## src/design/tcce_pkg.sv

```systemverilog
package tcce_pkg;

	// Field widths fixed by the console command format.
	localparam int COL_W   = 7;
	localparam int ROW_W   = 5;
	localparam int GLYPH_W = 8;
	localparam int KIND_W  = 2;
	localparam int X_W     = 10;
	localparam int Y_W     = 9;
	localparam int RGB_W   = 24;
	localparam int IDX_W   = 4;

	// Control codes that move the cursor.
	localparam logic [GLYPH_W-1:0] CH_BS    = 8'h08;
	localparam logic [GLYPH_W-1:0] CH_TAB   = 8'h09;
	localparam logic [GLYPH_W-1:0] CH_NL    = 8'h0A;
	localparam logic [GLYPH_W-1:0] CH_CR    = 8'h0D;
	localparam logic [GLYPH_W-1:0] CH_SPACE = 8'h20;

	// Request modes.
	localparam logic MODE_PUT   = 1'b0;
	localparam logic MODE_CLEAR = 1'b1;

	// Register indexes on the configuration port.
	localparam logic [1:0] REG_ENABLED = 2'd0;
	localparam logic [1:0] REG_FG      = 2'd1;
	localparam logic [1:0] REG_BG      = 2'd2;

	localparam logic [IDX_W-1:0] FG_RESET = 4'd7;
	localparam logic [IDX_W-1:0] BG_RESET = 4'd0;

	// Standard 16-color text palette.
	localparam logic [RGB_W-1:0] PALETTE [16] = '{
		24'h000000, 24'h0000AA, 24'h00AA00, 24'h00AAAA,
		24'hAA0000, 24'hAA00AA, 24'hAA5500, 24'hAAAAAA,
		24'h555555, 24'h5555FF, 24'h55FF55, 24'h55FFFF,
		24'hFF5555, 24'hFF55FF, 24'hFFFF55, 24'hFFFFFF
	};

	typedef enum logic [KIND_W-1:0] {
		KIND_DRAW   = 2'd0,
		KIND_SCROLL = 2'd1,
		KIND_FILL   = 2'd2
	} kind_t;

	typedef enum logic [2:0] {
		CLS_PRINT,
		CLS_NL,
		CLS_CR,
		CLS_TAB,
		CLS_BS
	} char_class_t;

	typedef enum logic [1:0] {
		COL_HOLD,
		COL_INC,
		COL_DEC,
		COL_ZERO
	} col_op_t;

	typedef enum logic [1:0] {
		ROW_HOLD,
		ROW_INC,
		ROW_ZERO
	} row_op_t;

	// Commands from the controller to the datapath.
	typedef struct packed {
		logic    load;
		logic    emit;
		kind_t   kind;
		logic    space;
		logic    last;
		col_op_t col_op;
		row_op_t row_op;
	} ctrl_cmd_t;

	// Status from the datapath to the controller.
	typedef struct packed {
		logic        mode;
		char_class_t cls;
		logic        col_zero;
		logic        col_at_end;
		logic        col_wrap;
		logic        tab_end;
		logic        row_last;
		logic        out_free;
	} ctrl_stat_t;

endpackage

```

## src/design/tcce_ifs.sv

```systemverilog
interface tcce_in_if import tcce_pkg::*; ();
	logic               valid;
	logic               ready;
	logic               mode;
	logic [GLYPH_W-1:0] glyph;

	modport source (output valid, output mode, output glyph, input ready);
	modport sink (input valid, input mode, input glyph, output ready);
endinterface

interface tcce_out_if import tcce_pkg::*; ();
	logic               valid;
	logic               ready;
	logic [KIND_W-1:0]  kind;
	logic [X_W-1:0]     pixel_x;
	logic [Y_W-1:0]     pixel_y;
	logic [GLYPH_W-1:0] cell_char;
	logic [RGB_W-1:0]   fg_rgb;
	logic [RGB_W-1:0]   bg_rgb;
	logic               last;

	modport source (output valid, output kind, output pixel_x, output pixel_y,
		output cell_char, output fg_rgb, output bg_rgb, output last, input ready);
	modport sink (input valid, input kind, input pixel_x, input pixel_y,
		input cell_char, input fg_rgb, input bg_rgb, input last, output ready);
endinterface

```

## src/design/tcce_ctrl.sv

```systemverilog
module tcce_ctrl import tcce_pkg::*; (
	input  logic       clk,
	input  logic       arst_n,
	input  logic       in_valid,
	output logic       in_ready,
	input  logic       enabled,
	input  ctrl_stat_t stat,
	output ctrl_cmd_t  cmd
);

	typedef enum logic [2:0] {
		S_IDLE,
		S_RUN,
		S_TAB,
		S_BSDRAW,
		S_PRINT,
		S_SCROLL
	} state_t;

	state_t state_q;
	state_t state_d;

	always_ff @(posedge clk or negedge arst_n) begin
		if (!arst_n) begin
			state_q <= S_IDLE;
		end else begin
			state_q <= state_d;
		end
	end

	assign in_ready = (state_q == S_IDLE);

	always_comb begin
		state_d    = state_q;
		cmd.load   = 1'b0;
		cmd.emit   = 1'b0;
		cmd.kind   = KIND_DRAW;
		cmd.space  = 1'b0;
		cmd.last   = 1'b0;
		cmd.col_op = COL_HOLD;
		cmd.row_op = ROW_HOLD;
		unique case (state_q)
			S_IDLE: begin
				if (in_valid) begin
					cmd.load = 1'b1;
					state_d  = S_RUN;
				end
			end
			S_RUN: begin
				if (stat.mode == MODE_CLEAR) begin
					if (!enabled) begin
						cmd.col_op = COL_ZERO;
						cmd.row_op = ROW_ZERO;
						state_d    = S_IDLE;
					end else if (stat.out_free) begin
						cmd.emit   = 1'b1;
						cmd.kind   = KIND_FILL;
						cmd.last   = 1'b1;
						cmd.col_op = COL_ZERO;
						cmd.row_op = ROW_ZERO;
						state_d    = S_IDLE;
					end
				end else if (!enabled) begin
					state_d = S_IDLE;
				end else begin
					unique case (stat.cls)
						CLS_NL: begin
							cmd.col_op = COL_ZERO;
							if (stat.row_last) begin
								state_d = S_SCROLL;
							end else begin
								cmd.row_op = ROW_INC;
								state_d    = S_IDLE;
							end
						end
						CLS_CR: begin
							cmd.col_op = COL_ZERO;
							state_d    = S_IDLE;
						end
						CLS_BS: begin
							if (stat.col_zero) begin
								state_d = S_IDLE;
							end else begin
								cmd.col_op = COL_DEC;
								state_d    = S_BSDRAW;
							end
						end
						CLS_TAB: begin
							state_d = stat.col_at_end ? S_IDLE : S_TAB;
						end
						CLS_PRINT: begin
							state_d = S_PRINT;
						end
						default: begin
							state_d = S_IDLE;
						end
					endcase
				end
			end
			S_TAB: begin
				if (stat.out_free) begin
					cmd.emit   = 1'b1;
					cmd.space  = 1'b1;
					cmd.last   = stat.tab_end;
					cmd.col_op = COL_INC;
					if (stat.tab_end) begin
						state_d = S_IDLE;
					end
				end
			end
			S_BSDRAW: begin
				if (stat.out_free) begin
					cmd.emit  = 1'b1;
					cmd.space = 1'b1;
					cmd.last  = 1'b1;
					state_d   = S_IDLE;
				end
			end
			S_PRINT: begin
				if (stat.out_free) begin
					cmd.emit = 1'b1;
					cmd.last = !(stat.col_wrap && stat.row_last);
					if (stat.col_wrap) begin
						cmd.col_op = COL_ZERO;
						if (stat.row_last) begin
							state_d = S_SCROLL;
						end else begin
							cmd.row_op = ROW_INC;
							state_d    = S_IDLE;
						end
					end else begin
						cmd.col_op = COL_INC;
						state_d    = S_IDLE;
					end
				end
			end
			S_SCROLL: begin
				if (stat.out_free) begin
					cmd.emit = 1'b1;
					cmd.kind = KIND_SCROLL;
					cmd.last = 1'b1;
					state_d  = S_IDLE;
				end
			end
			default: begin
				state_d = S_IDLE;
			end
		endcase
	end

	// A result is only written into the output register when it has room.
	a_emit_room: assert property (@(posedge clk) disable iff (!arst_n)
		cmd.emit |-> stat.out_free)
		else $error("result written while output register occupied");

	// An accepted request always moves on to decoding in S_RUN.
	a_accept_runs: assert property (@(posedge clk) disable iff (!arst_n)
		(in_valid && in_ready) |=> (state_q == S_RUN))
		else $error("accepted request not decoded");

	// A scroll is only ever requested for a cursor sitting on the bottom row.
	a_scroll_row: assert property (@(posedge clk) disable iff (!arst_n)
		(state_q == S_SCROLL) |-> stat.row_last)
		else $error("scroll pending with cursor above the bottom row");

endmodule

```

## src/design/tcce_dp.sv

```systemverilog
module tcce_dp import tcce_pkg::*; #(
	parameter int COLUMNS     = 80,
	parameter int ROWS        = 25,
	parameter int TAB_STOP    = 8,
	parameter int CELL_WIDTH  = 8,
	parameter int CELL_HEIGHT = 16
) (
	input  logic               clk,
	input  logic               arst_n,
	input  logic               in_mode,
	input  logic [GLYPH_W-1:0] in_glyph,
	input  logic [IDX_W-1:0]   fg_index,
	input  logic [IDX_W-1:0]   bg_index,
	input  ctrl_cmd_t          cmd,
	output ctrl_stat_t         stat,
	output logic               out_valid,
	input  logic               out_ready,
	output logic [KIND_W-1:0]  out_kind,
	output logic [X_W-1:0]     out_pixel_x,
	output logic [Y_W-1:0]     out_pixel_y,
	output logic [GLYPH_W-1:0] out_cell_char,
	output logic [RGB_W-1:0]   out_fg_rgb,
	output logic [RGB_W-1:0]   out_bg_rgb,
	output logic               out_last
);

	localparam int PH_W = $clog2(TAB_STOP);
	localparam logic [PH_W-1:0]  PH_LAST  = PH_W'(TAB_STOP - 1);
	localparam logic [COL_W-1:0] COL_END  = COL_W'(COLUMNS);
	localparam logic [COL_W-1:0] COL_LAST = COL_W'(COLUMNS - 1);
	localparam logic [ROW_W-1:0] ROW_LAST = ROW_W'(ROWS - 1);

	logic [COL_W-1:0]   col_q;
	logic [ROW_W-1:0]   row_q;
	logic [PH_W-1:0]    phase_q;
	logic               mode_q;
	logic [GLYPH_W-1:0] glyph_q;

	kind_t              kind_q;
	logic               valid_q;
	logic [X_W-1:0]     x_q;
	logic [Y_W-1:0]     y_q;
	logic [GLYPH_W-1:0] char_q;
	logic [RGB_W-1:0]   fg_q;
	logic [RGB_W-1:0]   bg_q;
	logic               last_q;

	logic [31:0]        x_full;
	logic [31:0]        y_full;

	// Cursor, with phase_q tracking the column modulo the tab stop.
	always_ff @(posedge clk or negedge arst_n) begin
		if (!arst_n) begin
			col_q   <= '0;
			row_q   <= '0;
			phase_q <= '0;
		end else begin
			unique case (cmd.col_op)
				COL_INC: begin
					col_q   <= col_q + COL_W'(1);
					phase_q <= (phase_q == PH_LAST) ? '0 : phase_q + PH_W'(1);
				end
				COL_DEC: begin
					col_q   <= col_q - COL_W'(1);
					phase_q <= (phase_q == '0) ? PH_LAST : phase_q - PH_W'(1);
				end
				COL_ZERO: begin
					col_q   <= '0;
					phase_q <= '0;
				end
				default: begin
				end
			endcase
			unique case (cmd.row_op)
				ROW_INC:  row_q <= row_q + ROW_W'(1);
				ROW_ZERO: row_q <= '0;
				default: begin
				end
			endcase
		end
	end

	always_ff @(posedge clk) begin
		if (cmd.load) begin
			mode_q  <= in_mode;
			glyph_q <= in_glyph;
		end
	end

	always_comb begin
		unique case (glyph_q)
			CH_NL:   stat.cls = CLS_NL;
			CH_CR:   stat.cls = CLS_CR;
			CH_TAB:  stat.cls = CLS_TAB;
			CH_BS:   stat.cls = CLS_BS;
			default: stat.cls = CLS_PRINT;
		endcase
	end

	assign stat.mode       = mode_q;
	assign stat.col_zero   = (col_q == '0);
	assign stat.col_at_end = (col_q == COL_END);
	assign stat.col_wrap   = (col_q >= COL_LAST);
	assign stat.tab_end    = (phase_q == PH_LAST) || (col_q >= COL_LAST);
	assign stat.row_last   = (row_q == ROW_LAST);
	assign stat.out_free   = !valid_q || out_ready;

	assign x_full = 32'(col_q) * 32'(CELL_WIDTH);
	assign y_full = 32'(row_q) * 32'(CELL_HEIGHT);

	always_ff @(posedge clk or negedge arst_n) begin
		if (!arst_n) begin
			valid_q <= 1'b0;
		end else if (cmd.emit) begin
			valid_q <= 1'b1;
		end else if (out_ready) begin
			valid_q <= 1'b0;
		end
	end

	always_ff @(posedge clk) begin
		if (cmd.emit) begin
			kind_q <= cmd.kind;
			last_q <= cmd.last;
			unique case (cmd.kind)
				KIND_DRAW: begin
					x_q    <= x_full[X_W-1:0];
					y_q    <= y_full[Y_W-1:0];
					char_q <= cmd.space ? CH_SPACE : glyph_q;
					fg_q   <= PALETTE[fg_index];
					bg_q   <= PALETTE[bg_index];
				end
				KIND_FILL: begin
					x_q    <= '0;
					y_q    <= '0;
					char_q <= '0;
					fg_q   <= '0;
					bg_q   <= PALETTE[bg_index];
				end
				default: begin
					x_q    <= '0;
					y_q    <= '0;
					char_q <= '0;
					fg_q   <= '0;
					bg_q   <= '0;
				end
			endcase
		end
	end

	assign out_valid     = valid_q;
	assign out_kind      = kind_q;
	assign out_pixel_x   = x_q;
	assign out_pixel_y   = y_q;
	assign out_cell_char = char_q;
	assign out_fg_rgb    = fg_q;
	assign out_bg_rgb    = bg_q;
	assign out_last      = last_q;

	// The column may sit one past the last cell only after a tab.
	a_col_range: assert property (@(posedge clk) disable iff (!arst_n)
		col_q <= COL_END)
		else $error("cursor column beyond row end");

	a_row_range: assert property (@(posedge clk) disable iff (!arst_n)
		row_q <= ROW_LAST)
		else $error("cursor row beyond bottom row");

	// The tab phase follows the column back to zero on every home or return.
	a_phase_home: assert property (@(posedge clk) disable iff (!arst_n)
		(col_q == '0) |-> (phase_q == '0))
		else $error("tab phase out of step with column");

endmodule

```

## src/design/text_console_cursor_engine_core.sv

```systemverilog
// Channel   Dir  Handshake       Payload
// in_ch     in   valid / ready   mode, glyph
// out_ch    out  valid / ready   kind, pixel_x, pixel_y, cell_char, fg_rgb, bg_rgb, last
// apb       in   psel / penable  paddr, pwdata, prdata (pready tied high)
//
// A request is accepted in the idle state and decoded in S_RUN, where a fill is also
// written; each other result is written from a later state of the sequencer in tcce_ctrl:
// S_TAB for the blanks of a tab, S_BSDRAW, S_PRINT or S_SCROLL; a clear or a silent code ends in S_RUN.
// arst_n clears the cursor to home, the controller to idle, the output register to
// empty and the registers to disabled, light gray on black.
// A result waiting in the output register stalls only the next result; a new request
// is taken as soon as the previous one has written its last result.
module text_console_cursor_engine_core import tcce_pkg::*; #(
	parameter int COLUMNS     = 80,
	parameter int ROWS        = 25,
	parameter int TAB_STOP    = 8,
	parameter int CELL_WIDTH  = 8,
	parameter int CELL_HEIGHT = 16
) (
	input  logic        clk,
	input  logic        arst_n,
	input  logic        psel,
	input  logic        penable,
	input  logic        pwrite,
	input  logic [3:0]  paddr,
	input  logic [31:0] pwdata,
	output logic [31:0] prdata,
	output logic        pready,
	tcce_in_if.sink     in_ch,
	tcce_out_if.source  out_ch
);

	// Configuration registers. They are to be written only while the engine is idle,
	// so the datapath reads them directly; the block itself does not enforce this.
	logic             enabled_q;
	logic [IDX_W-1:0] fg_index_q;
	logic [IDX_W-1:0] bg_index_q;
	logic [1:0]       reg_index;
	logic             cfg_write;

	ctrl_cmd_t  cmd;
	ctrl_stat_t stat;

	assign pready    = 1'b1;
	assign reg_index = paddr[3:2];
	assign cfg_write = psel && penable && pwrite && pready;

	// Writes to an address past the last register are dropped.
	always_ff @(posedge clk or negedge arst_n) begin
		if (!arst_n) begin
			enabled_q  <= 1'b0;
			fg_index_q <= FG_RESET;
			bg_index_q <= BG_RESET;
		end else if (cfg_write) begin
			unique case (reg_index)
				REG_ENABLED: enabled_q  <= pwdata[0];
				REG_FG:      fg_index_q <= pwdata[IDX_W-1:0];
				REG_BG:      bg_index_q <= pwdata[IDX_W-1:0];
				default: begin
				end
			endcase
		end
	end

	always_comb begin
		unique case (reg_index)
			REG_ENABLED: prdata = {31'd0, enabled_q};
			REG_FG:      prdata = {28'd0, fg_index_q};
			REG_BG:      prdata = {28'd0, bg_index_q};
			default:     prdata = '0;
		endcase
	end

	// The controller decides what each decoded request does and paces results
	// against the output register; the datapath holds the cursor and formats the
	// framebuffer command.
	tcce_ctrl u_ctrl (
		.clk      (clk),
		.arst_n   (arst_n),
		.in_valid (in_ch.valid),
		.in_ready (in_ch.ready),
		.enabled  (enabled_q),
		.stat     (stat),
		.cmd      (cmd)
	);

	tcce_dp #(
		.COLUMNS     (COLUMNS),
		.ROWS        (ROWS),
		.TAB_STOP    (TAB_STOP),
		.CELL_WIDTH  (CELL_WIDTH),
		.CELL_HEIGHT (CELL_HEIGHT)
	) u_dp (
		.clk           (clk),
		.arst_n        (arst_n),
		.in_mode       (in_ch.mode),
		.in_glyph      (in_ch.glyph),
		.fg_index      (fg_index_q),
		.bg_index      (bg_index_q),
		.cmd           (cmd),
		.stat          (stat),
		.out_valid     (out_ch.valid),
		.out_ready     (out_ch.ready),
		.out_kind      (out_ch.kind),
		.out_pixel_x   (out_ch.pixel_x),
		.out_pixel_y   (out_ch.pixel_y),
		.out_cell_char (out_ch.cell_char),
		.out_fg_rgb    (out_ch.fg_rgb),
		.out_bg_rgb    (out_ch.bg_rgb),
		.out_last      (out_ch.last)
	);

endmodule

```

## src/flat_wrapper.sv

```systemverilog
// flat-port wrapper written by rule: the top's interface ports become plain ports
module text_console_cursor_engine_core_flat import tcce_pkg::*;
#(
	parameter int COLUMNS     = 80,
	parameter int ROWS        = 25,
	parameter int TAB_STOP    = 8,
	parameter int CELL_WIDTH  = 8,
	parameter int CELL_HEIGHT = 16
)
  (clk, arst_n, psel, penable, pwrite, paddr, pwdata, prdata, pready, in_ch_valid, in_ch_mode, in_ch_glyph, in_ch_ready, out_ch_valid, out_ch_kind, out_ch_pixel_x, out_ch_pixel_y, out_ch_cell_char, out_ch_fg_rgb, out_ch_bg_rgb, out_ch_last, out_ch_ready);
  tcce_in_if in_ch_i ();
  tcce_out_if out_ch_i ();
  input  logic clk;
  input  logic arst_n;
  input  logic psel;
  input  logic penable;
  input  logic pwrite;
  input  logic [3:0] paddr;
  input  logic [31:0] pwdata;
  output logic [31:0] prdata;
  output logic pready;
  input wire logic [$bits(in_ch_i.valid)-1:0] in_ch_valid;
  input wire logic [$bits(in_ch_i.mode)-1:0] in_ch_mode;
  input wire logic [$bits(in_ch_i.glyph)-1:0] in_ch_glyph;
  output wire logic [$bits(in_ch_i.ready)-1:0] in_ch_ready;
  output wire logic [$bits(out_ch_i.valid)-1:0] out_ch_valid;
  output wire logic [$bits(out_ch_i.kind)-1:0] out_ch_kind;
  output wire logic [$bits(out_ch_i.pixel_x)-1:0] out_ch_pixel_x;
  output wire logic [$bits(out_ch_i.pixel_y)-1:0] out_ch_pixel_y;
  output wire logic [$bits(out_ch_i.cell_char)-1:0] out_ch_cell_char;
  output wire logic [$bits(out_ch_i.fg_rgb)-1:0] out_ch_fg_rgb;
  output wire logic [$bits(out_ch_i.bg_rgb)-1:0] out_ch_bg_rgb;
  output wire logic [$bits(out_ch_i.last)-1:0] out_ch_last;
  input wire logic [$bits(out_ch_i.ready)-1:0] out_ch_ready;
  assign in_ch_i.valid = in_ch_valid;
  assign in_ch_i.mode = in_ch_mode;
  assign in_ch_i.glyph = in_ch_glyph;
  assign in_ch_ready = in_ch_i.ready;
  assign out_ch_valid = out_ch_i.valid;
  assign out_ch_kind = out_ch_i.kind;
  assign out_ch_pixel_x = out_ch_i.pixel_x;
  assign out_ch_pixel_y = out_ch_i.pixel_y;
  assign out_ch_cell_char = out_ch_i.cell_char;
  assign out_ch_fg_rgb = out_ch_i.fg_rgb;
  assign out_ch_bg_rgb = out_ch_i.bg_rgb;
  assign out_ch_last = out_ch_i.last;
  assign out_ch_i.ready = out_ch_ready;
  text_console_cursor_engine_core #(.COLUMNS(COLUMNS), .ROWS(ROWS), .TAB_STOP(TAB_STOP), .CELL_WIDTH(CELL_WIDTH), .CELL_HEIGHT(CELL_HEIGHT)) u_core (.clk(clk), .arst_n(arst_n), .psel(psel), .penable(penable), .pwrite(pwrite), .paddr(paddr), .pwdata(pwdata), .prdata(prdata), .pready(pready), .in_ch(in_ch_i), .out_ch(out_ch_i));
endmodule
```

## config.mk

```make
export PLATFORM = sky130hd
export DESIGN_NAME = text_console_cursor_engine_core_flat
export DESIGN_NICKNAME = d
export VERILOG_FILES = /design/src/design/tcce_pkg.sv /design/src/design/tcce_ifs.sv /design/src/design/tcce_ctrl.sv /design/src/design/tcce_dp.sv /design/src/design/text_console_cursor_engine_core.sv /design/src/flat_wrapper.sv
export SDC_FILE = /design/constraint.sdc
export NUM_CORES = 1
export LEC_CHECK = 0
export BUFFER_PORTS_ARGS = -buffer_cell sky130_fd_sc_hd__buf_2
export CAP_MARGIN = 20
export CORE_MARGIN = 2
export CORE_UTILIZATION = 45
export DETAILED_ROUTE_END_ITERATION = 6
export PLACE_DENSITY = 0.78
export RECOVER_POWER = 100
export SLEW_MARGIN = 20
export SYNTH_ARGS = -nofsm -noshare
export SYNTH_HDL_FRONTEND = slang
export SYNTH_HIERARCHICAL = 1
export SYNTH_SLANG_ARGS = --single-unit
```

## constraint.sdc

```tcl
create_clock -name clk -period 3.3 [get_ports clk]
set_clock_uncertainty 0.2 [all_clocks]
set_input_delay 0.33 -clock clk [delete_from_list [all_inputs] [get_ports clk]]
set_output_delay 0.33 -clock clk [all_outputs]
set_load 0.005 [all_outputs]
```

# After elaboration in Yosys (flattened, before gate mapping)
# Memory sizes are Yosys's and may differ from the RTL's. A register that Yosys moved wholly into a read port is not among the register bits.
# Index checks and enable logic that the tools add are counted.
[op_classes] n_reduce_logical=27 n_addsub=5 mux=52 order_cmp=1 bitwise=3 eq_ne=28
[ops] operator="3-bit two-way mux" n=16
[ops] operator="8-bit by 4-bit == test with 1-bit output (second input constant)" n=4
[ops] operator="3-bit one-hot mux with 4 select lines" n=2
[ops] operator="7-bit one-hot mux with 3 select lines" n=1
[ops] operator="4-bit two-way mux" n=4
[ops] operator="3-bit one-hot mux with 5 select lines" n=1
[ops] operator="3-bit by 2-bit == test with 1-bit output (second input constant)" n=4
[ops] operator="3-bit == test (second input constant)" n=4
[ops] operator="2-bit two-way mux" n=6
[ops] operator="2-bit one-hot mux with 2 select lines" n=3
[ops] operator="4-bit one-hot mux with 3 select lines" n=1
[ops] operator="2-bit == test (second input constant)" n=5
[ops] operator="5-bit two-way mux" n=2
[ops] operator="4-bit NOT with 5-bit output" n=2
[ops] operator="5-bit one-hot mux with 2 select lines" n=1
[ops] operator="3-bit logical NOT" n=3
[ops] operator="1-bit two-way mux" n=9
[ops] operator="3-bit one-hot mux with 3 select lines" n=1
[ops] operator="2-bit OR reduction" n=4
[ops] operator="7-bit by 1-bit adder with 7-bit output (second input constant)" n=1
[ops] operator="7-bit == test (second input constant)" n=1
[ops] operator="7-bit greater-or-equal comparator (second input constant)" n=1
[ops] operator="7-bit logical NOT" n=1
[ops] operator="7-bit by 1-bit subtractor with 7-bit output (second input constant)" n=1
[ops] operator="other kinds (23)" n=38
[totals] regBits=67 elab_cells=136 romBits=768 input_bits=52 mem_count=2
[mem_list] memory="(no name shown)" depth=16 width=24 read_ports=1 rd_ports_with_merged_regs=1 wr=0 line_no="tcce_dp.sv:138" rtl="bg_q <= PALETTE[bg_index];"
[mem_list] memory="(no name shown)" depth=16 width=24 read_ports=1 rd_ports_with_merged_regs=1 wr=0 line_no="tcce_dp.sv:130" rtl="fg_q <= PALETTE[fg_index];"

# Depth between registers and ports, before layout
[logic_depth] depth_word=10 mapped_depth=15

# Modules after synthesis
# Netlist, hierarchy kept.
[modules_own_cells] mod="tcce_dp" area_each_um2=3039.2 seq_area_each_um2=1661.6 instances=1 cells_per_inst=265
[modules_own_cells] mod="text_console_cursor_engine_core" area_each_um2=666.9 seq_area_each_um2=229.0 instances=1 cells_per_inst=61
[modules_own_cells] mod="tcce_ctrl" area_each_um2=509.2 seq_area_each_um2=75.1 instances=1 cells_per_inst=66

# Least setup slack after synthesis
# No wires, ideal clock.
[synth_path] path_kind="register to register" startpoint="register u_core.u_dp.glyph_q[5]" endpoint="register u_core.u_dp.col_q[6]" t_arrival_ps=3348 n_path_buf=0 required_time_ps=2973 setup_ps=127 stages_incl_launch_ff=14 setup_slack_ps=-374 path_cell_list="edfxtp_1 -> nor4_1 -> nand2_1 -> nor4_1 -> nor4b_2 -> a21oi_1 -> o211ai_1 -> nand2b_4 -> inv_1 -> ha_1 -> or3_1 -> o21ai_0 -> mux2i_1 -> nand3_1"
[synth_lines] element="from (decl)" line_no="tcce_dp.sv:37" rtl="logic [GLYPH_W-1:0] glyph_q;"
[synth_lines] element="from (signal assigned)" line_no="tcce_dp.sv:86" rtl="glyph_q <= in_glyph;"
[synth_lines] element="to (signal assigned)" line_no="tcce_dp.sv:60" rtl="col_q <= col_q + COL_W'(1);"
[synth_lines] element="to (signal assigned)" line_no="tcce_dp.sv:64" rtl="col_q <= col_q - COL_W'(1);"
[synth_lines] element="to (decl)" line_no="tcce_dp.sv:33" rtl="logic [COL_W-1:0] col_q;"

==> results.sh <==
export IMPL_yosysWarnings=6
export IMPL_ys_ff_latch=70
export IMPL_arrival_ns=3.45
export IMPL_cts_buffer_depth=2
export IMPL_worst_pin_slew_ns=1.58
export IMPL_crit_path_end_kind="flop"
export IMPL_violations="capacitance limit, slew limit, setup timing"
export IMPL_layout_area_seq_um2=1970
export IMPL_final_max_slew_viol_count=29
export IMPL_cpMaxStageDelayCell="edfxtp_1"
export IMPL_rsz0062_at_grt="yes"
export IMPL_avgSynthCellArea_um2=10.8
export IMPL_crit_required_ns=3.38
export IMPL_io_pins=165
export IMPL_grt_pass1_wl_um=13000
export IMPL_vias=3035
export IMPL_cts_tree="done"
export IMPL_ys_async_sr_fraction=0.400
export IMPL_dp_hpwl_um=6010
export IMPL_dieHeight_um=101
export IMPL_final_period_utilization=1.02
export IMPL_fin_nets=540
export IMPL_slew_headroom=-0.0546
export IMPL_synth_edff_count=42
export IMPL_wl_um=8410
export IMPL_initial_core_util=0.461
export IMPL_reg2reg_slack_ns=-0.07
export IMPL_antenna_found_initial=0
export IMPL_yosysMostFrequentCell="buf_4"
export IMPL_hold_class="in2reg"
export IMPL_crit_chain="nor4_2 -> nand2_2 -> nor4_4 -> nor4b_4 -> a21oi_1 -> o211ai_1 -> buf_4 -> nand2b_4 -> xnor2_2 -> ha_2 -> and3_4 -> a31oi_4 -> o211ai_1 -> a211o_1 -> nand3_1"
export IMPL_max_stage_delay_ns=0.41
export IMPL_synth_area_top_cells="edfxtp_1 30%, dfrtp_1 15%, buf_4 13%"
export IMPL_area_delta_synth_final_pct=14.2
export IMPL_diodes=0
export IMPL_grt_usage=0.165
export IMPL_firstDrtPassIters=4
export IMPL_synth_ff_type="edfxtp_1"
export IMPL_clkTransAtPathRegs_ns=0.08
export IMPL_fillers=787
export IMPL_netlist_area_um2=4220
export IMPL_layout_drive_gt1_share=0.285
export IMPL_core_area_um2=9150
export IMPL_multiInputGateArea_um2=1730
export IMPL_grt_max_degree=29
export IMPL_netlist_top_cells_count="75 x buf_4, 42 x edfxtp_1, 25 x dfrtp_1"
export IMPL_floorplan_rows=35
export IMPL_setup_viol=1
export IMPL_timing_worst_setup_path_type="reg2reg"
export IMPL_crit_family="simple AND/OR/NAND/NOR gates"
export IMPL_dieWidth_um=101
export IMPL_fin_crit_ns=3.37
export IMPL_fin_tns_setup_ns=-0.0709
export IMPL_worstPathMaxFanout=3
export IMPL_setup_ws_ns=-0.0709
export IMPL_cts_root_buf="clkbuf_8"
export IMPL_p_leak_nw=2.03
export IMPL_drt_antenna_violating_nets=0
export IMPL_p_per_area_nw_per_um2=762
export IMPL_synthCells=392
export IMPL_drc=0
export IMPL_wl_per_cell_um=14.1
export IMPL_synth_top_cell_area_share=0.299
export IMPL_crit_top_cell="o211ai_1"
export IMPL_drv_cap=1
export IMPL_startpoint_type="flop"
export IMPL_synthDistinctLibCells=58
export IMPL_max_freq_mhz=297
export IMPL_place_gp_congestion=0.889
export IMPL_cts_buffers_inserted=9
export IMPL_status="finished with violations"
export IMPL_grt_pass1_vias=2755
export IMPL_cts_sinks=70
export IMPL_hold_viol_final=0
export IMPL_dpl_cell_count=568
export IMPL_path_buf_inv=1
export IMPL_fin_cells=595
export IMPL_htree_levels=3
export IMPL_yosysTopAreaCell="edfxtp_1"
export IMPL_clk_latency_ns=0.35
export IMPL_die_area_um2=10200
export IMPL_drt_iter0_drc=168
export IMPL_io_buffers=98
export IMPL_seq_area_frac_synth=0.466
export IMPL_irDropWorstVdd_v=0.000246
export IMPL_via_per_inst=5.10
export IMPL_grt_overflow=0
## stage by stage
| stage | power [mW] | util | hold slack, ns | setup WS, ns | instance area, µm² |
|---|---|---|---|---|---|
| 2_1_floorplan | 2.57 | - | -0.166 | -0.0518 | 4360 |
| 3_3_place_gp | 2.87 | 0.493 | 0.191 | 0.0288 | 4520 |
| 3_5_place_dp | 2.95 | 0.493 | 0.204 | -0.0910 | 4520 |
| 4_1_cts | 3.64 | 0.527 | 0.0383 | -0.0315 | 4820 |
| 5_1_grt | 3.94 | 0.526 | 0.0343 | -0.216 | 4810 |
| 6_report | 3.67 | 0.526 | 0.0475 | -0.0709 | 4810 |
## area by class of cell
class / count / area share
Clock inverter: 7 / 0.0135
Tap cell: 111 / 0.0289
Inverter: 15 / 0.0117
Timing Repair Buffer: 131 / 0.153
Multi-Input combinational cell: 252 / 0.359
Sequential cell: 70 / 0.408
Clock buffer: 9 / 0.0257
## where the power goes
part / internal [mW] / switching [mW]
registers: 1.25 / 0.206
logic: 0.735 / 0.811
clock network: 0.344 / 0.325
## kinds of logic (layout without fill, tap and decap cells)
kind of cell               after synthesis  count (layout)  share of synthesized area
DFF                                     70              70                      0.466
and+or+nand+nor                        125             125                      0.191
buffers and inverters                  103             162                      0.169
AOI/OAI and AO/OA                       58              58                     0.0858
xor gates and xnor gates                 6               6                     0.0125
muxes                                   18              18                     0.0457
adders and majority gates                9               9                     0.0267
other                                    3              36                    0.00267
## metal layers
layer,share of wire,global-route usage
met5,0,0
met4,0.021,0.0738
met3,0.055,0.0381
met2,0.51,0.284
met1,0.42,0.196
## timing repair
| action | CTS | global route |
|---|---|---|
| hold buffers | 10 | 0 |
| hold endpoints to repair | 34 | 0 |
| pin swaps | 3 | 4 |
| setup buffers | 0 | 1 |
| gates resized for setup | 4 | 8 |
| endpoints found under the setup margin | 1 | 3 |
## layout by cell type, fill, tap and decap left out, drive strengths merged, types with 2 or more instances in the layout
master / synthesis / final
a31oi: 5 / 5
nor2: 16 / 16
nor3b: 6 / 6
o22ai: 6 / 6
dfrtp: 25 / 25
clkinv: 0 / 6
xnor2: 5 / 5
ha: 9 / 9
and2: 21 / 21
dfstp: 3 / 3
edfxtp: 42 / 42
dlygate4sd3: 0 / 10
a21o: 2 / 2
nor4: 4 / 4
conb: 3 / 36
nand2: 15 / 15
inv: 15 / 15
nand2b: 10 / 10
clkbuf: 3 / 38
nor2b: 10 / 10
nand4b: 2 / 2
o211ai: 3 / 3
a21oi: 11 / 11
mux2: 10 / 10
a22o: 3 / 3
o21ai: 19 / 19
a221oi: 2 / 2
and2b: 2 / 2
nand3b: 2 / 2
mux2i: 8 / 8
or3: 3 / 3
and3: 5 / 5
buf: 85 / 92
nor3: 17 / 17
nand3: 7 / 7
## worst paths after layout
path,endpoint,cells past startpoint,from
worst min register to register,u_core/u_dp/row_q[4],1,u_core/u_dp/row_q[4]
worst max-delay path,u_core/u_dp/col_q[6],15,u_core/u_dp/glyph_q[5]
worst max register to register,u_core/u_dp/col_q[6],15,u_core/u_dp/glyph_q[5]
min in group asynchronous,u_core/u_dp/out_valid,2,arst_n
worst min-delay path,u_core/bg_index_q[3],2,pwdata[3]
max in group asynchronous,u_core/u_dp/row_q[0],2,arst_n
## state kept, by name, summed over array words and instances (netlist names), 4 cells and up
register / cells
u_core/bg_index_q: 4
u_core/u_dp/out_cell_char: 8
u_core/fg_index_q: 4
u_core/u_dp/out_fg_rgb: 5
u_core/u_dp/out_pixel_x: 7
u_core/u_dp/row_q: 5
u_core/u_dp/out_pixel_y: 5
u_core/u_dp/out_bg_rgb: 5
u_core/u_dp/col_q: 7
u_core/u_dp/glyph_q: 8
Note: power is estimated with default switching activity, not from simulation.
